$ cat config.mk
export PLATFORM = sky130hd
export DESIGN_NAME = crc_checked_flood_relay_filter
export DESIGN_NICKNAME = d
export VERILOG_FILES = /design/src/hdl/crcfr_pkg.sv /design/src/hdl/crcfr_front.sv /design/src/hdl/crcfr_queue.sv /design/src/hdl/crc_checked_flood_relay_filter.sv
export SDC_FILE = /design/constraint.sdc
export NUM_CORES = 1
export LEC_CHECK = 0
export BUFFER_PORTS_ARGS = -buffer_cell sky130_fd_sc_hd__buf_2
export CAP_MARGIN = 0
export CORE_UTILIZATION = 30
export DETAILED_ROUTE_END_ITERATION = 16
export GPL_TIMING_DRIVEN = 1
export PLACE_DENSITY_LB_ADDON = 0.05
export SLEW_MARGIN = 10
export SYNTH_ARGS = -nofsm -noshare
export SYNTH_HDL_FRONTEND = slang
export SYNTH_SLANG_ARGS = --single-unit
$ cat constraint.sdc
create_clock -name clock -period 3.62 [get_ports clock]
set_clock_uncertainty 0.2 [all_clocks]
set_input_delay 0.362 -clock clock [delete_from_list [all_inputs] [get_ports clock]]
set_output_delay 0.362 -clock clock [all_outputs]
set_load 0.01 [all_outputs]
$ cat src/hdl/crcfr_pkg.sv
// Shared types, outcome codes and the CRC-8 byte update for the flood relay filter.
// Depends on nothing; every other file of the block imports it.
package crcfr_pkg;

   // One received packet byte with its framing mark.
   typedef struct packed {
      logic [7:0] rx_byte;
      logic       packet_start;
   } in_word_type;

   // One packet record, emitted on the eighth byte of a packet.
   typedef struct packed {
      logic [1:0]  outcome;
      logic [15:0] seq_index;
      logic [7:0]  hops_left;
      logic [7:0]  command_code;
      logic [7:0]  red_level;
      logic [7:0]  green_level;
      logic [7:0]  blue_level;
      logic [7:0]  relay_check;
   } out_word_type;

   // Record outcome codes.
   localparam logic [1:0] OUTCOME_CRC_ERROR = 2'd0;
   localparam logic [1:0] OUTCOME_STALE     = 2'd1;
   localparam logic [1:0] OUTCOME_NO_RELAY  = 2'd2;
   localparam logic [1:0] OUTCOME_RELAY     = 2'd3;

   // CRC-8 constants: polynomial x^8+x^5+x^4+1, zero start value, MSB first.
   localparam logic [7:0] CRC_POLY = 8'h31;
   localparam logic [7:0] CRC_INIT = 8'h00;

   // Byte positions within an eight-byte packet.
   localparam logic [2:0] POS_INDEX_HI = 3'd0;
   localparam logic [2:0] POS_TTL      = 3'd2;
   localparam logic [2:0] POS_COMMAND  = 3'd3;
   localparam logic [2:0] POS_RED      = 3'd4;
   localparam logic [2:0] POS_GREEN    = 3'd5;
   localparam logic [2:0] POS_BLUE     = 3'd6;
   localparam logic [2:0] POS_CHECK    = 3'd7;

   // Folds one byte into the running CRC, one bit per step.
   function automatic logic [7:0] crc8_feed(input logic [7:0] crc, input logic [7:0] data);
      logic [7:0] c;
      c = crc ^ data;
      for (int k = 0; k < 8; k++) begin
         if (c[7]) begin
            c = {c[6:0], 1'b0} ^ CRC_POLY;
         end else begin
            c = {c[6:0], 1'b0};
         end
      end
      return c;
   endfunction

endpackage

$ cat src/hdl/crcfr_front.sv
// Front part: frames received bytes, runs both CRCs, holds the packet fields and
// classifies each complete packet into one record. Depends on crcfr_pkg.
module crcfr_front (
   input  logic                  clock,
   input  logic                  reset,
   input  logic                  in_take,
   input  crcfr_pkg::in_word_type  in_word,
   output logic                  rec_push,
   output crcfr_pkg::out_word_type rec_word
);
   import crcfr_pkg::*;

   logic [2:0]  pos_ff, pos_in;
   logic [7:0]  crc_ff, crc_in;
   logic [7:0]  rel_crc_ff, rel_crc_in;
   logic [7:0]  index_hi_ff, index_hi_in;
   logic [7:0]  index_lo_ff, index_lo_in;
   logic [15:0] last_index_ff, last_index_in;
   logic [7:0]  ttl_ff, ttl_in;
   logic [7:0]  command_ff, command_in;
   logic [7:0]  red_ff, red_in;
   logic [7:0]  green_ff, green_in;
   logic [7:0]  blue_ff, blue_in;

   logic [2:0]  pos;
   logic [7:0]  data;
   logic [7:0]  crc_base, rel_base, rel_data;
   logic [7:0]  crc_next, rel_next;
   logic [15:0] held_index;
   logic [7:0]  hops;
   logic [1:0]  outcome;

   // A start mark restarts framing on this very word.
   assign pos  = in_word.packet_start ? POS_INDEX_HI : pos_ff;
   assign data = in_word.rx_byte;

   // Both CRCs restart at the first byte; the relayed copy carries the decremented TTL.
   assign crc_base = (pos == POS_INDEX_HI) ? CRC_INIT : crc_ff;
   assign rel_base = (pos == POS_INDEX_HI) ? CRC_INIT : rel_crc_ff;
   assign rel_data = (pos == POS_TTL && data != 8'd0) ? data - 8'd1 : data;
   assign crc_next = crc8_feed(crc_base, data);
   assign rel_next = crc8_feed(rel_base, rel_data);

   // Classification of a complete packet on its check byte.
   assign held_index = {index_hi_ff, index_lo_ff};
   assign hops       = (ttl_ff == 8'd0) ? 8'd0 : ttl_ff - 8'd1;

   always_comb begin
      if (crc_ff != data) begin
         outcome = OUTCOME_CRC_ERROR;
      end else if (held_index <= last_index_ff) begin
         outcome = OUTCOME_STALE;
      end else if (ttl_ff == 8'd0) begin
         outcome = OUTCOME_NO_RELAY;
      end else begin
         outcome = OUTCOME_RELAY;
      end
   end

   assign rec_push              = in_take && (pos == POS_CHECK);
   assign rec_word.outcome      = outcome;
   assign rec_word.seq_index    = held_index;
   assign rec_word.hops_left    = hops;
   assign rec_word.command_code = command_ff;
   assign rec_word.red_level    = red_ff;
   assign rec_word.green_level  = green_ff;
   assign rec_word.blue_level   = blue_ff;
   assign rec_word.relay_check  = (outcome == OUTCOME_RELAY) ? rel_crc_ff : 8'd0;

   // Next-state logic for framing, CRCs and held fields.
   always_comb begin
      pos_in        = pos_ff;
      crc_in        = crc_ff;
      rel_crc_in    = rel_crc_ff;
      index_hi_in   = index_hi_ff;
      index_lo_in   = index_lo_ff;
      last_index_in = last_index_ff;
      ttl_in        = ttl_ff;
      command_in    = command_ff;
      red_in        = red_ff;
      green_in      = green_ff;
      blue_in       = blue_ff;
      if (in_take) begin
         if (pos == POS_CHECK) begin
            pos_in = POS_INDEX_HI;
            if (outcome == OUTCOME_NO_RELAY || outcome == OUTCOME_RELAY) begin
               last_index_in = held_index;
            end
         end else begin
            pos_in     = pos + 3'd1;
            crc_in     = crc_next;
            rel_crc_in = rel_next;
            case (pos)
               POS_INDEX_HI: begin
                  index_hi_in = data;
                  index_lo_in = 8'd0;
               end
               POS_TTL:     ttl_in     = data;
               POS_COMMAND: command_in = data;
               POS_RED:     red_in     = data;
               POS_GREEN:   green_in   = data;
               POS_BLUE:    blue_in    = data;
               default:     index_lo_in = data;
            endcase
         end
      end
   end

   // Control state and index registers.
   always_ff @(posedge clock) begin
      if (reset) begin
         pos_ff        <= POS_INDEX_HI;
         crc_ff        <= CRC_INIT;
         rel_crc_ff    <= CRC_INIT;
         index_hi_ff   <= 8'd0;
         index_lo_ff   <= 8'd0;
         last_index_ff <= 16'd0;
      end else begin
         pos_ff        <= pos_in;
         crc_ff        <= crc_in;
         rel_crc_ff    <= rel_crc_in;
         index_hi_ff   <= index_hi_in;
         index_lo_ff   <= index_lo_in;
         last_index_ff <= last_index_in;
      end
   end

   // Payload fields; each is written before any check byte can read it.
   always_ff @(posedge clock) begin
      ttl_ff     <= ttl_in;
      command_ff <= command_in;
      red_ff     <= red_in;
      green_ff   <= green_in;
      blue_ff    <= blue_in;
   end

endmodule

$ cat src/hdl/crcfr_queue.sv
// Back part: a short record queue that holds finished records until they are taken.
// Depends on crcfr_pkg for the record type.
module crcfr_queue #(
   parameter int DEPTH = 4
) (
   input  logic                    clock,
   input  logic                    reset,
   input  logic                    push,
   input  crcfr_pkg::out_word_type push_word,
   output logic                    full,
   output logic                    empty,
   input  logic                    pop,
   output crcfr_pkg::out_word_type pop_word
);
   import crcfr_pkg::*;

   localparam int AW = (DEPTH > 1) ? $clog2(DEPTH) : 1;
   localparam int CW = $clog2(DEPTH + 1);

   out_word_type       slots [DEPTH];
   logic [AW-1:0]      wr_ptr_ff, wr_ptr_in;
   logic [AW-1:0]      rd_ptr_ff, rd_ptr_in;
   logic [CW-1:0]      count_ff, count_in;
   logic               do_push, do_pop;

   assign full     = (count_ff == CW'(DEPTH));
   assign empty    = (count_ff == '0);
   assign do_push  = push && !full;
   assign do_pop   = pop && !empty;
   assign pop_word = slots[rd_ptr_ff];

   // Pointer and occupancy update.
   always_comb begin
      wr_ptr_in = wr_ptr_ff;
      rd_ptr_in = rd_ptr_ff;
      count_in  = count_ff;
      if (do_push) begin
         wr_ptr_in = (wr_ptr_ff == AW'(DEPTH - 1)) ? '0 : wr_ptr_ff + AW'(1);
      end
      if (do_pop) begin
         rd_ptr_in = (rd_ptr_ff == AW'(DEPTH - 1)) ? '0 : rd_ptr_ff + AW'(1);
      end
      if (do_push && !do_pop) begin
         count_in = count_ff + CW'(1);
      end else if (do_pop && !do_push) begin
         count_in = count_ff - CW'(1);
      end
   end

   always_ff @(posedge clock) begin
      if (reset) begin
         wr_ptr_ff <= '0;
         rd_ptr_ff <= '0;
         count_ff  <= '0;
      end else begin
         wr_ptr_ff <= wr_ptr_in;
         rd_ptr_ff <= rd_ptr_in;
         count_ff  <= count_in;
      end
   end

   // Record storage.
   always_ff @(posedge clock) begin
      if (do_push) begin
         slots[wr_ptr_ff] <= push_word;
      end
   end

endmodule

$ cat src/hdl/crc_checked_flood_relay_filter.sv
// A record is readable in the cycle after the word holding its check byte is taken.
// One word per cycle unless req_full; req_full rises only while QUEUE_DEPTH records wait.
// The front classifies a packet in the cycle of its check byte and writes the record queue.
// Reset (synchronous, active high) clears framing, both CRCs, the last accepted index
// and the record queue; the block takes words in the first cycle after reset.
module crc_checked_flood_relay_filter #(
   parameter int QUEUE_DEPTH = 4
) (
   input  logic                    clock,
   input  logic                    reset,
   input  logic                    req_push,
   output logic                    req_full,
   input  crcfr_pkg::in_word_type  req_word,
   output logic                    rsp_empty,
   input  logic                    rsp_pop,
   output crcfr_pkg::out_word_type rsp_word
);
   import crcfr_pkg::*;

   logic         take;
   logic         rec_push;
   out_word_type rec_word;

   // A word is taken whenever the record queue has room.
   assign take = req_push && !req_full;

   crcfr_front u_front (
      .clock    (clock),
      .reset    (reset),
      .in_take  (take),
      .in_word  (req_word),
      .rec_push (rec_push),
      .rec_word (rec_word)
   );

   crcfr_queue #(
      .DEPTH (QUEUE_DEPTH)
   ) u_queue (
      .clock     (clock),
      .reset     (reset),
      .push      (rec_push),
      .push_word (rec_word),
      .full      (req_full),
      .empty     (rsp_empty),
      .pop       (rsp_pop),
      .pop_word  (rsp_word)
   );

endmodule

==> results of run 1 <==
==> worst min-delay path by stage <==
stage                                         start                   endpoint  slack (ns)  cells past startpoint
final                                   req_word[6]     u_front.index_hi_ff[5]        0.03                      3
after CTS                               req_word[6]     u_front.index_hi_ff[5]        0.03                      3
after floorplan               u_front.rel_crc_ff[7]      u_front.rel_crc_ff[7]        0.24                      2
after detailed placement  u_front.last_index_ff[15]  u_front.last_index_ff[15]        0.26                      2
after global placement     u_front.last_index_ff[6]   u_front.last_index_ff[6]        0.25                      2
after global routing                    req_word[6]          u_front.ttl_ff[5]        0.02                      1
==> cells in the final DEF (no fill, tap or decap), types with 6 or more instances in the layout <==
master	netlist	layout
nor2_1	30	30
nor3b_1	9	9
xor2_1	16	16
buf_4	2	32
nand2_1	51	51
inv_1	31	31
nor3_1	8	7
a21oi_1	51	51
nand4_1	21	21
a211oi_1	9	9
clkinv_2	0	6
edfxtp_1	304	304
clkbuf_16	0	41
clkbuf_1	25	13
nand2b_1	6	6
dfxtp_1	60	58
clkinv_1	0	6
a21boi_0	6	6
nand3_1	14	14
buf_2	6	80
ha_1	31	31
mux4_2	66	66
buf_12	0	7
xnor2_1	35	35
o21ai_0	15	15
o31ai_1	17	17
==> per-stage QoR <==
stage               hold slack [ns]  worst slack (ns)  power (uW)
floorplan                    0.2358            0.3623        6394
global placement             0.2537            0.4331        7177
detailed placement           0.2565            0.4640        7168
CTS                         0.03187            0.5833       11210
global route                0.02250            0.4044       11540
finish                      0.03392            0.5625       11000
==> flip-flops by register name, summed over array words and instances, names as in the netlist, 8 cells and up, named ones only <==
signal                 flops
u_queue.slots            264
u_front.last_index_ff     16
u_front.blue_ff            8
u_front.command_ff         8
u_front.crc_ff             8
u_front.green_ff           8
u_front.index_hi_ff        8
u_front.index_lo_ff        8
u_front.red_ff             8
u_front.rel_crc_ff         8
u_front.ttl_ff             8
==> worst max-delay path: cells and delay by family <==
family	cells	cell delay (ns)
buffers and inverters	3	0.86
AO/OA/AOI/OAI	2	0.71
adder cells (fa/ha/maj)	1	0.22
XOR/XNOR	3	0.84
AND/OR/NAND/NOR	2	0.29
==> power breakdown <==
part	switching, uW	internal, uW	total (uW)
logic	1110	1030	2140
registers	242	4640	4880
clock network	1690	2280	3970
total	3050	7950	11000
==> logic make-up (layout without fill, tap and decap cells) <==
kind of cell | count (synthesis) | in the layout
AOI/OAI and AO/OA | 116 | 116
xor gates and xnor gates | 61 | 61
adders and majority gates | 32 | 32
buffers and inverters | 78 | 232
DFF | 364 | 364
muxes | 72 | 72
other | 0 | 1
and+or+nand+nor | 158 | 158
==> routing by layer <==
metal	global-route usage	vias to the layer above	wire length, um
met5	0	-	0
li1	-	3661	-
met1	0.2143	4012	17880
met2	0.2346	116	16720
met4	0.04433	0	690
met3	0.02430	45	1190
==> cell type report <==
type,count,share of cell area
tap,664,0.04726
clock inverter,21,0.01053
sequential,364,0.5880
clock buffer,55,0.06192
timing repair buffer,124,0.04726
multi-input combinational,439,0.2380
inverter,32,0.006833
antenna,1,0.0001423
==> summary.txt, run 1 <==
Synthesis
  – Synth Area in Adders: 0.02752
  – Ys Warns: 0
  – Yosys cell types: 53
  – Post-synthesis compound-gate area fraction: 0.04939
  – Yosys top cell area share: 0.6160
  – Commonest cells in the netlist: edfxtp_1, mux4_2, dfxtp_1, a21oi_1, nand2_1
  – Synthesized net count: 926
  – Post-Synthesis Cells: 881
  – Yosys reg bits: 364
  – Mapped Area: 14820 um^2
  – Area contributors post-synth: edfxtp_1, mux4_2, dfxtp_1
  – Post-synthesis mux area share: 0.1045
  – Post-Synth Simple-Gate Area: 0.05445
  – Mean post-synth cell area: 16.82 um^2
  – Synth Area in XOR/XNOR: 0.04474
  – EDFF count, synth: 304
  – Largest family of logic cells by synthesized area: multiplexers
  – Ys async rst share: 0
  – Ys flop type: edfxtp_1
  – Most common cell in the netlist: edfxtp_1
  – Register area share after synthesis: 0.6970
  – Top cell type by total area after synthesis: edfxtp_1

Timing
  – Slew @ Worst Pin: 0.8427 ns
  – Post-Route Setup TNS: 0 ns
  – Count of final max-slew check failures: 0
  – Unrepaired setup endpoints after global routing: no
  – Hold Violations, Final: 0
  – Fmax: ~330 MHz
  – Rel. slew slack: 0.4382
  – Final Cycle Share: 0.8446
  – Final setup fails: 0
  – Min cycle time layout: between 3 and 4 ns

Worst setup path
  – Crit path DAT: 3.30 ns
  – Reg2Reg Setup Slack: 0.58 ns
  – CP Capture Type: register
  – Worst reg2reg startpoint: u_front.pos_ff[0]
  – Setup crit start: req_word[1]
  – Slowest cell on crit path: dlygate4sd3_1
  – CP cell instances: dlygate4sd3_1 > buf_2 > inv_1 > ha_1 > nor3b_4 > a2111oi_2 > nand2_1 > xor2_1 > xnor2_2 > xnor3_1 > a22o_1
  – Worst setup path endpoint: u_front.rel_crc_ff[1]
  – Worst EP required: slightly below 4 ns
  – Cells on worst reg2reg path: 8
  – Largest stage delay, worst path: 0.51 ns
  – Reg2reg end: u_front.rel_crc_ff[0]
  – Critical Path Fanout Max: 6
  – Startpoint types: input port
  – Crit Path Category: in -> reg

Drt
  – DR pass1 iterations: 5
  – Routed vias: between 7000 and 8000
  – WL per Instance: 21.46 um
  – Total wire length: 36480 um
  – Drt via density: about 4.6
  – ANT nets after route: 0
  – Drt initial violations: 374
  – Drt drc: 0

Finish
  – Fin area: 17580 um^2
  – Final core utilization: 0.3599
  – Sequential cell area: 10340 um^2
  – Final #Nets: between 1000 and 1500
  – Layout area overhead: 18.62%
  – Share of layout cells above drive strength 1: 0.2551
  – Filler cells: 4665
  – Area of the multi-input gates: 4184 um^2
  – Final cell count without fillers: 1700

Clock tree
  – Clock latency on the worst-skew pair: around 0.56 ns
  – Reg clk slew, reported paths: 0.06 ns
  – Post-cts gate resize count: 0
  – Clk buf depth: 3
  – Setup repair bufs after CTS: 0
  – Number of CTS-inserted buffers: between 40 and 50
  – CTS sink cnt: 364
  – Cts hold-fix bufs: 5
  – Root Driver: clkbuf_16
  – CTS HTree Levels: 2
  – CTS tree: done

Floorplan
  – Core area: 48850 um^2
  – IO Count: 81
  – Row cnt: slightly above 80
  – DIE HEIGHT: 224.3 um
  – Die area: a little over 50000 um^2
  – Overall die width: 224.3 um
  – Initial Util: 0.3034

Power and ir drop
  – Pwr dens: 625.8 nW/um^2
  – Max IR drop VDD: ~0.34 mV
  – Leakage power: slightly below 0.006 uW

Placed design
  – DP Cell Count: roughly 1600
  – Area after DPL: 16250 um^2
  – I/O Buffers: 80
  – Detail Placement HPWL: 22770 um
  – GP Congestion: 0.7441

Global route
  – Grt total ovfl: 0
  – Initial antenna violation count: 0
  – GRT Overall Usage: 0.1499
  – Pin count of the biggest net entering global routing: 47
  – First-pass GRT wire length: 55340 um
  – Number of global-route vias before repair: 8483

Status
  – Outcome: finished clean

Hold path
  – Hold crit path type: in -> reg

Job
  – MaxCap Viol Count: 0
Note: power is estimated with default switching activity, not from simulation.
==> run 2, diff against run 1 <==
- ABC_AREA: default -> 1
- clock period: 3.62 -> 2.5 ns (I/O delays scaled with it)
==> run 2 against run 1 <==
Effect of this change: global-route usage rose by 0.90 points; register-to-register slack got worse by 0.48 ns; combinational power rose by 110%; sequential cell count did not move; hold slack improved by 0.25 ns; via count rose by 28%; critical endpoint is now rsp_word[34]; design area rose by 8.9%; core utilization rose by 2.8 points; total power rose by 61%; critical path type is now reg -> out; critical path depth fell by 7.
==> summary.txt, run 2 <==
Drt
  – WL per Instance: 18.58 um (-13%)
  – ANT nets after route: 0 (unchanged)
  – Routed vias: 10030 (+28%)
  – DR pass1 iterations: 5 (unchanged)
  – Drt via density: 4.562 (-1.0%)
  – Total wire length: 40860 um (+12%)
  – Drt drc: 0 (unchanged)
  – Drt initial violations: 573 (+53%)

Clock tree
  – CTS HTree Levels: 2 (unchanged)
  – CTS sink cnt: 364 (unchanged)
  – CTS tree: done
  – Reg clk slew, reported paths: 0.06 ns (about the same)
  – Number of CTS-inserted buffers: 43 (+4.9%)
  – Root Driver: clkbuf_16
  – Clock latency on the worst-skew pair: 0.56 ns (about the same)
  – Clk buf depth: 3 (unchanged)

Job
  – MaxCap Viol Count: 0 (unchanged)

Global route
  – Grt total ovfl: 0 (unchanged)
  – Most used routing layer: met2
  – First-pass GRT wire length: 60420 um (+9.2%)
  – Pin count of the biggest net entering global routing: 59 (+26%)
  – Number of global-route vias before repair: 9775 (+15%)
  – Met3 Use GR: 0.02047 (-0.003824)
  – GR Layer Usage met1: 0.2173 (+0.003021)
  – Routing usage on met2: 0.2609 (+0.02631)
  – Initial antenna violation count: 0 (unchanged)
  – GRT Overall Usage: 0.1589 (+0.008975)

Synthesis
  – Yosys reg bits: 364 (unchanged)
  – Mean post-synth cell area: 11.50 um^2 (-32%)
  – Ys Warns: 0 (unchanged)
  – Yosys top cell area share: 0.6039 (-0.01208)
  – Register area share after synthesis: 0.6833 (-0.01367)
  – Commonest cells in the netlist: edfxtp_1, nor2_1, o21ai_0, nand2_1, inv_1
  – Yosys cell types: 40 (-25%)
  – Area contributors post-synth: edfxtp_1, dfxtp_1, nor2_1
  – Synthesized net count: 1360 (+47%)
  – Post-Synthesis Cells: 1315 (+49%)
  – Top cell type by total area after synthesis: edfxtp_1
  – Ys flop type: edfxtp_1
  – EDFF count, synth: 304 (unchanged)
  – Mapped Area: 15120 um^2 (+2.0%)
  – Most common cell in the netlist: edfxtp_1
  – Ys async rst share: 0 (unchanged)

Worst setup path
  – Critical Path Fanout Max: 58 (+52)
  – Worst EP required: 2.05 ns (-1.81 ns)
  – Worst reg2reg startpoint: u_front.pos_ff[0]
  – Reg2Reg Setup Slack: 0.10 ns (-0.48 ns)
  – Cells on worst reg2reg path: 17 (+9)
  – Crit Path Category: reg -> out
  – Crit path DAT: 1.99 ns (-1.31 ns)
  – Startpoint types: register
  – Reg2reg end: u_front.rel_crc_ff[1]
  – CP Capture Type: output port

Power and ir drop
  – Pwr dens: 926.2 nW/um^2 (+48%)
  – Max IR drop VDD: 0.4902 mV (+43%)
  – Pwr Total: 17730 uW (+61%)
  – Leakage power: 0.007052 uW (+20%)

Hold path
  – Hold crit path type: reg -> reg
  – HP Start: u_front.red_ff[3]
  – Worst Hold Endpoint: u_queue.slots[3][27]
  – Hold depth: 0 (-3)

Floorplan
  – DIE HEIGHT: 226.5 um (+0.99%)
  – Overall die width: 226.5 um (+0.99%)
  – IO Count: 81 (unchanged)
  – Core area: 49360 um^2 (+1.0%)
  – Initial Util: 0.3063 (+0.002893)
  – Row cnt: 81 (unchanged)
  – Die area: 51290 um^2 (+2.0%)

Timing
  – Final setup fails: 0 (unchanged)
  – Min cycle time layout: 2.443 ns
  – WHS: 0.2844 ns (+0.2505 ns)
  – Rel. slew slack: 0.6516 (+0.2134)
  – Hold Violations, Final: 0 (unchanged)
  – Slew @ Worst Pin: 0.5206 ns (-0.3221 ns)
  – Count of final max-slew check failures: 0 (unchanged)
  – Post-Route Setup TNS: 0 ns (unchanged)
  – Final Cycle Share: 0.9773
  – Fmax: 409.3 MHz
  – Unrepaired setup endpoints after global routing: yes

Finish
  – Biggest register: u_queue.slots
  – Most frequent cells in the layout: edfxtp_1, nor2_1, o21ai_0
  – Final #Nets: 1548 (+48%)
  – Largest regs: u_queue.slots: 264 flops, u_front.last_index_ff: 16 flops
  – Fin area: 19140 um^2 (+8.9%)
  – Share of layout cells above drive strength 1: 0.2430 (-0.01208)
  – Ant diodes: 0 (-1)
  – Most common cell after layout, fill and taps aside: edfxtp_1
  – Layout area overhead: 26.63%
  – Largest register FFs: 264 (unchanged)

Status
  – Outcome: finished clean

Placed design
  – I/O Buffers: 80 (unchanged)
  – Detail Placement HPWL: 24920 um (+9.4%)
  – Area after DPL: 17130 um^2 (+5.4%)
  – GP Congestion: 0.7547 (+1.4%)
==> run 2: worst max-delay path, cell delays in order (launching register included) <==
cell and delay, ns:
dfxtp_4 0.49, buf_16 0.27, o21ai_0 0.15, o22ai_1 0.26, buf_2 0.19
==> run 2: logic make-up (layout without fill, tap and decap cells) <==
kind of cell / count (synthesis) / in the layout / share of synthesized area
buf+inv: 160 / 379 / 0.04130
compound gates: 295 / 295 / 0.1060
xor+xnor: 34 / 34 / 0.02466
flops: 364 / 364 / 0.6833
fa+ha+maj: 32 / 32 / 0.02698
simple gates: 430 / 431 / 0.1177
==> run 2: repair_timing <==
action | 4_1_cts | 5_1_grt
hold endpoints to repair | 62 | 0
endpoints found under the setup margin | 55 | 74
setup buffers | 3 | 6
pin swaps | 0 | 27
gates cloned | 0 | 3
hold buffers | 14 | 0
gates resized for setup | 10 | 77
==> run 2: worst max path at each step <==
stage,start,to,cells after the start
after CTS,register,rsp_word[34],5
after global placement,req_word[0],u_queue.count_ff[2],15
final,register,rsp_word[34],4
after detailed placement,req_word[0],u_front.crc_ff[5],15
after global routing,req_word[0],u_front.rel_crc_ff[1],18
after floorplan,u_front.pos_ff[0],u_queue.slots[0][0],8
==> run 2: layout make-up <==
class	count	area [um^2]
fillers	4842	30210
flip-flops and latches	364	10340
multi-input cells	792	4501
repair buffers	202	1657
clock buffers	56	1196
well taps	664	830.8
inverters	100	390.4
clock inverters	21	227.7
==> run 2: power breakdown <==
part	leakage (uW)	switching, uW	internal (uW)
clock network	0.000697	2460	3790
logic	0.00320	2800	1730
registers	0.00316	215	6740
total	0.00705	5470	12300
==> run 2: per-stage QoR <==
step | cells | utilization | setup WS, ns
6_report | 2199 | 0.3878 | 0.05683
3_5_place_dp | 2096 | 0.3470 | -0.03173
4_1_cts | 2190 | 0.3804 | 0.004120
5_1_grt | 2199 | 0.3878 | -0.04009
2_1_floorplan | 1315 | - | -0.1368
3_3_place_gp | 2096 | 0.3470 | -0.02663
==> run 2: routing by layer <==
layer  vias up  part of all wire
met1      4855              0.48
met3        58             0.029
li1       4979                 -
met4         0             0.020
met2       140              0.47
met5         -                 0
